File: config.mk
export PLATFORM = sky130hd
export DESIGN_NAME = mrwt_ctrl
export DESIGN_NICKNAME = d
export VERILOG_FILES = /design/src/hw/rtl/mrwt_pkg.sv /design/src/hw/rtl/mrwt_ctrl.sv
export SDC_FILE = /design/constraint.sdc
export NUM_CORES = 1
export LEC_CHECK = 0
export BUFFER_PORTS_ARGS = -buffer_cell sky130_fd_sc_hd__buf_2
export CORE_MARGIN = 2
export CORE_UTILIZATION = 49
export DETAILED_ROUTE_END_ITERATION = 6
export PLACE_DENSITY = 0.81
export RECOVER_POWER = 50
export SLEW_MARGIN = 10
export SYNTH_ARGS = -nofsm -noshare
export SYNTH_HDL_FRONTEND = slang
export SYNTH_SLANG_ARGS = --single-unit
export TNS_END_PERCENT = 20
File: constraint.sdc
create_clock -name clk -period 3.95 [get_ports clk]
set_clock_uncertainty 0.2 [all_clocks]
set_input_delay 0.79 -clock clk [delete_from_list [all_inputs] [get_ports clk]]
set_output_delay 0.79 -clock clk [all_outputs]
set_load 0.03 [all_outputs]
File: src/hw/rtl/mrwt_pkg.sv
`timescale 1ns / 1ps
package mrwt_pkg;
	localparam int WIDTH = 64;
	localparam int CNT_W = $clog2(WIDTH + 1);
	localparam int IDX_W = $clog2(WIDTH);

	localparam logic [2:0] VERDICT_PRIME      = 3'd0;
	localparam logic [2:0] VERDICT_ROOT       = 3'd1;
	localparam logic [2:0] VERDICT_FERMAT     = 3'd2;
	localparam logic [2:0] VERDICT_TWO        = 3'd3;
	localparam logic [2:0] VERDICT_SMALL_EVEN = 3'd4;

	typedef struct packed {
		logic [63:0] candidate;
		logic [63:0] base;
	} req_t;

	typedef struct packed {
		logic       composite;
		logic [2:0] verdict;
	} rsp_t;

	typedef enum logic [3:0] {
		ST_IDLE,
		ST_REDUCE,
		ST_SPLIT,
		ST_POW_SQ,
		ST_POW_MUL,
		ST_POW_NEXT,
		ST_ROOT_SQ,
		ST_ROOT_CHK,
		ST_FINAL,
		ST_DONE
	} state_t;

	// controller -> datapath
	typedef struct packed {
		logic load;
		logic red_start;
		logic split_step;
		logic mul_start;
		logic mul_by_base;
		logic x_from_prod;
		logic d_from_prod;
		logic init_pow;
		logic pow_dec;
		logic t_dec;
		logic x_copy;
	} cmd_t;

	// datapath -> controller
	typedef struct packed {
		logic is_two;
		logic small_even;
		logic u_even;
		logic unit_busy;
		logic ebit;
		logic pow_last;
		logic t_zero;
		logic y_one;
		logic x_trivial;
	} stat_t;
endpackage

File: src/hw/rtl/mrwt_ctrl.sv
`timescale 1ns / 1ps
module mrwt_ctrl (
	input  logic             clk,
	input  logic             arst_n,
	input  logic             in_valid,
	output logic             in_stall,
	output logic             out_valid,
	input  logic             out_stall,
	output mrwt_pkg::rsp_t   rsp,
	output mrwt_pkg::cmd_t   cmd,
	input  mrwt_pkg::stat_t  stat
);
	import mrwt_pkg::*;

	state_t     state_q, state_d;
	logic [2:0] verdict_q, verdict_d;
	logic       issued_q, issued_d;

	always_ff @(posedge clk or negedge arst_n) begin
		if (!arst_n) begin
			state_q   <= ST_IDLE;
			verdict_q <= VERDICT_PRIME;
			issued_q  <= 1'b0;
		end else begin
			state_q   <= state_d;
			verdict_q <= verdict_d;
			issued_q  <= issued_d;
		end
	end

	// next state and datapath commands
	always_comb begin
		state_d   = state_q;
		verdict_d = verdict_q;
		issued_d  = issued_q;
		cmd       = '0;
		in_stall  = (state_q != ST_IDLE);
		out_valid = (state_q == ST_DONE);
		case (state_q)
			ST_IDLE: begin
				if (in_valid) begin
					cmd.load = 1'b1;
					state_d  = ST_REDUCE;
				end
			end
			ST_REDUCE: begin
				if (stat.is_two) begin
					verdict_d = VERDICT_TWO;
					state_d   = ST_DONE;
				end else if (stat.small_even) begin
					verdict_d = VERDICT_SMALL_EVEN;
					state_d   = ST_DONE;
				end else if (!issued_q) begin
					cmd.red_start = 1'b1;
					issued_d      = 1'b1;
				end else if (!stat.unit_busy) begin
					issued_d = 1'b0;
					state_d  = ST_SPLIT;
				end
			end
			ST_SPLIT: begin
				if (stat.u_even) begin
					cmd.split_step = 1'b1;
				end else begin
					cmd.init_pow = 1'b1;
					state_d      = ST_POW_SQ;
				end
			end
			ST_POW_SQ: begin
				if (!issued_q) begin
					cmd.mul_start = 1'b1;
					issued_d      = 1'b1;
				end else if (!stat.unit_busy) begin
					cmd.d_from_prod = 1'b1;
					issued_d        = 1'b0;
					state_d         = stat.ebit ? ST_POW_MUL : ST_POW_NEXT;
				end
			end
			ST_POW_MUL: begin
				if (!issued_q) begin
					cmd.mul_start   = 1'b1;
					cmd.mul_by_base = 1'b1;
					issued_d        = 1'b1;
				end else if (!stat.unit_busy) begin
					cmd.d_from_prod = 1'b1;
					issued_d        = 1'b0;
					state_d         = ST_POW_NEXT;
				end
			end
			ST_POW_NEXT: begin
				if (stat.pow_last) begin
					cmd.x_copy = 1'b1;
					state_d    = ST_ROOT_SQ;
				end else begin
					cmd.pow_dec = 1'b1;
					state_d     = ST_POW_SQ;
				end
			end
			ST_ROOT_SQ: begin
				if (stat.t_zero) begin
					state_d = ST_FINAL;
				end else if (!issued_q) begin
					cmd.mul_start   = 1'b1;
					cmd.x_from_prod = 1'b1;
					issued_d        = 1'b1;
				end else if (!stat.unit_busy) begin
					cmd.x_from_prod = 1'b1;
					issued_d        = 1'b0;
					state_d         = ST_ROOT_CHK;
				end
			end
			ST_ROOT_CHK: begin
				if (stat.y_one && !stat.x_trivial) begin
					verdict_d = VERDICT_ROOT;
					state_d   = ST_DONE;
				end else begin
					cmd.t_dec = 1'b1;
					state_d   = ST_ROOT_SQ;
				end
			end
			ST_FINAL: begin
				verdict_d = stat.y_one ? VERDICT_PRIME : VERDICT_FERMAT;
				state_d   = ST_DONE;
			end
			ST_DONE: begin
				if (!out_stall) state_d = ST_IDLE;
			end
			default: state_d = ST_IDLE;
		endcase
	end

	assign rsp.verdict   = verdict_q;
	assign rsp.composite = (verdict_q == VERDICT_ROOT) || (verdict_q == VERDICT_FERMAT)
		|| (verdict_q == VERDICT_SMALL_EVEN);
endmodule

==> reports/results.ini <==
[status]
status=completed

[timing]
finalHoldViolations=0
rsz0062_at_grt=false
setup_viol_count_final=0
final.period_utilization_pct=73.42
min_period_ps=2900
slew_headroom_pct=55.62
fin_setup_tns_ps=0
worst_slew_pin_slew_ps=665.7
timing.fmax_mhz=344.8
slew_violations=0
worst_slack_ps=1050

[detailed_routing]
drt_iter0_markers=24
via_count=790
wl_per_cell_um=13.53
drt-pass1-iter-count=4
post-route-drc-count=0
drt-vias-per-instance=5.809
wl_um=1840
ant_nets=0

[layout]
syn_to_final_growth_pct=18.57
fin_nets=135
finalInstanceArea_sq_um=894.6
final_util_pct=60.80
n_fill_cell=145
diodes=0
drive_gt1_share_pct=30.83

[setup_path]
crit_buf_inv=1
max_stage_delay_ps=690
rr_worst_depth=5
cp-end-kind=output port
cp.arrival_ps=1910
cp.depth=5
crit_fanout=17
cpMaxStageDelayCell=dfrtp_1
cp-start-kind=flop
path_cells=and3b_1 > a31oi_1 > or2_2 > nor2_1 > buf_2
required_ps=2960
crit_family=simple AND/OR/NAND/NOR gates
crit_type=flop to output port

[synthesis]
synth.cell_area_sq_um=754.5
yosysUniqueCellTypes=38
synth_ff_type=dfrtp_1
synthCells=93
synth_edf_count=0
yosysSeqAreaShare_pct=26.53
synth_nets=106
synth.avg_cell_area_sq_um=8.113
synth_async_sr_flop_share_pct=100.0
yosys_register_bits=8
ys_warn_count=0

[placement]
gp_congestion=0.7630
place_area_sq_um=892.1
post-place-ws_ps=1163
place.port_buffers=29
dp_hpwl_um=1438

[die]
fp.dieW_um=43.24
rows=14
die_h_um=43.24
die-area_sq_um=1870
ios=30
start_util_pct=51.28
core_sq_um=1471

[clocking]
cts-buffers-inserted=3
htreeDepth=1
numClockSinks=8
clockBufferDepth=2
clockRootBuffer=clkbuf_4
cts.clk_slew.worst_paths_ps=50
hold_buffers=0
clk_latency_ps=250
cts_tree=done
cts_setup_buffers=0
ctsResizeCount=0

[grt]
gr-usage-all-layers_pct=22.93
grt_pass1_vias=725
grt_pass1_wl_um=3215
grt_max_degree=18
antenna_found_initial=0
grt_overflow=0

[power_and_ir_drop]
pwr_density_cell_nw_per_um2=731.8
total_power_mw=0.6547
p_leak_nw=0.4308
peakVddDrop_v=0.0005012

[flow_run]
maxCapViolCount=0

[hold_path]
hold_path.class=input pin to async pin

[synthesized netlist by cell type, types with 2 or more instances]
master     n  area share (%)
a211oi_1   2             2.0
a21oi_1    7             4.6
and3_1     3             2.5
buf_2      4             2.7
dfrtp_1    8              27
inv_1      2             1.0
mux2_4     2             4.0
nand2_1   11             5.5
nand2b_1   2             1.7
nand3_1    2             1.3
nor2_1    11             5.5
nor2b_1    3             2.5
nor3_1     5             3.3
o21ai_0    5             3.3
o31ai_1    2             2.0
or2b_1     2             2.0
[where the power goes]
| part | internal (mW) | leakage [nW] | switching (mW) |
|---|---|---|---|
| logic | 0.158 | 0.318 | 0.234 |
| clock network | 0.0347 | 0.0138 | 0.0268 |
| registers | 0.115 | 0.0990 | 0.0865 |
| total | 0.307 | 0.431 | 0.347 |
[metal layers]
layer,GRT usage (%),part of all wire (%)
met1,29.58,42
met2,38.51,51
met3,7.660,7.3
met4,1.818,0
met5,0,0
[cell type report]
class	instances	area, sq um	area share, %
Multi-Input combinational cell	78	505.5	56.50
Sequential cell	8	200.2	22.38
Timing Repair Buffer	29	138.9	15.52
Clock buffer	3	22.52	2.517
Tap cell	16	20.02	2.238
Inverter	2	7.507	0.8392
[final timing paths]
check,start,end,slack [ps]
max,state_q[0],cmd[7],1050
min,arst_n,verdict_q[2],240
max reg2reg,state_q[3],state_q[0],1480
min reg2reg,verdict_q[1],verdict_q[1],330
max in group asynchronous,arst_n,state_q[1],3030
min in group clk,verdict_q[1],verdict_q[1],330
[registers in the layout (all words and copies together), names as in the netlist]
| name | count |
|---|---|
| state_q | 4 |
| issued_q | 1 |
| verdict_q | 3 |
[layout by cell type (no fill, tap or decap), types with 2 or more instances in the layout]
cell type  instances
or2b_1             2
a21oi_1            7
mux2_4             2
nor3_1             5
buf_2             24
o21ai_0            5
clkbuf_1           5
nand2b_1           2
inv_1              2
a211oi_1           2
and3_1             3
nand2_1           11
nor2_1            11
nor2b_1            3
nand3_1            2
o31ai_1            2
dfrtp_1            8
clkbuf_4           3
[metrics by stage]
stage / std cells / hold slack (ps)
3_3_place_gp: 133 / 316.6
3_5_place_dp: 133 / 321.1
4_1_cts: 136 / 168.9
5_1_grt: 136 / 265.7
6_report: 136 / 237.3
2_1_floorplan: 93 / 294.4
[cell families (layout without fill, tap and decap cells)]
family,count (synthesis),in the layout,synth area share (%)
simple gates,48,48,35.16
compound gates,25,25,25.71
flops,8,8,26.53
buf+inv,7,34,4.644
mux,4,4,6.799
xor+xnor,1,1,1.161
Power figures use the tool's default switching activity.
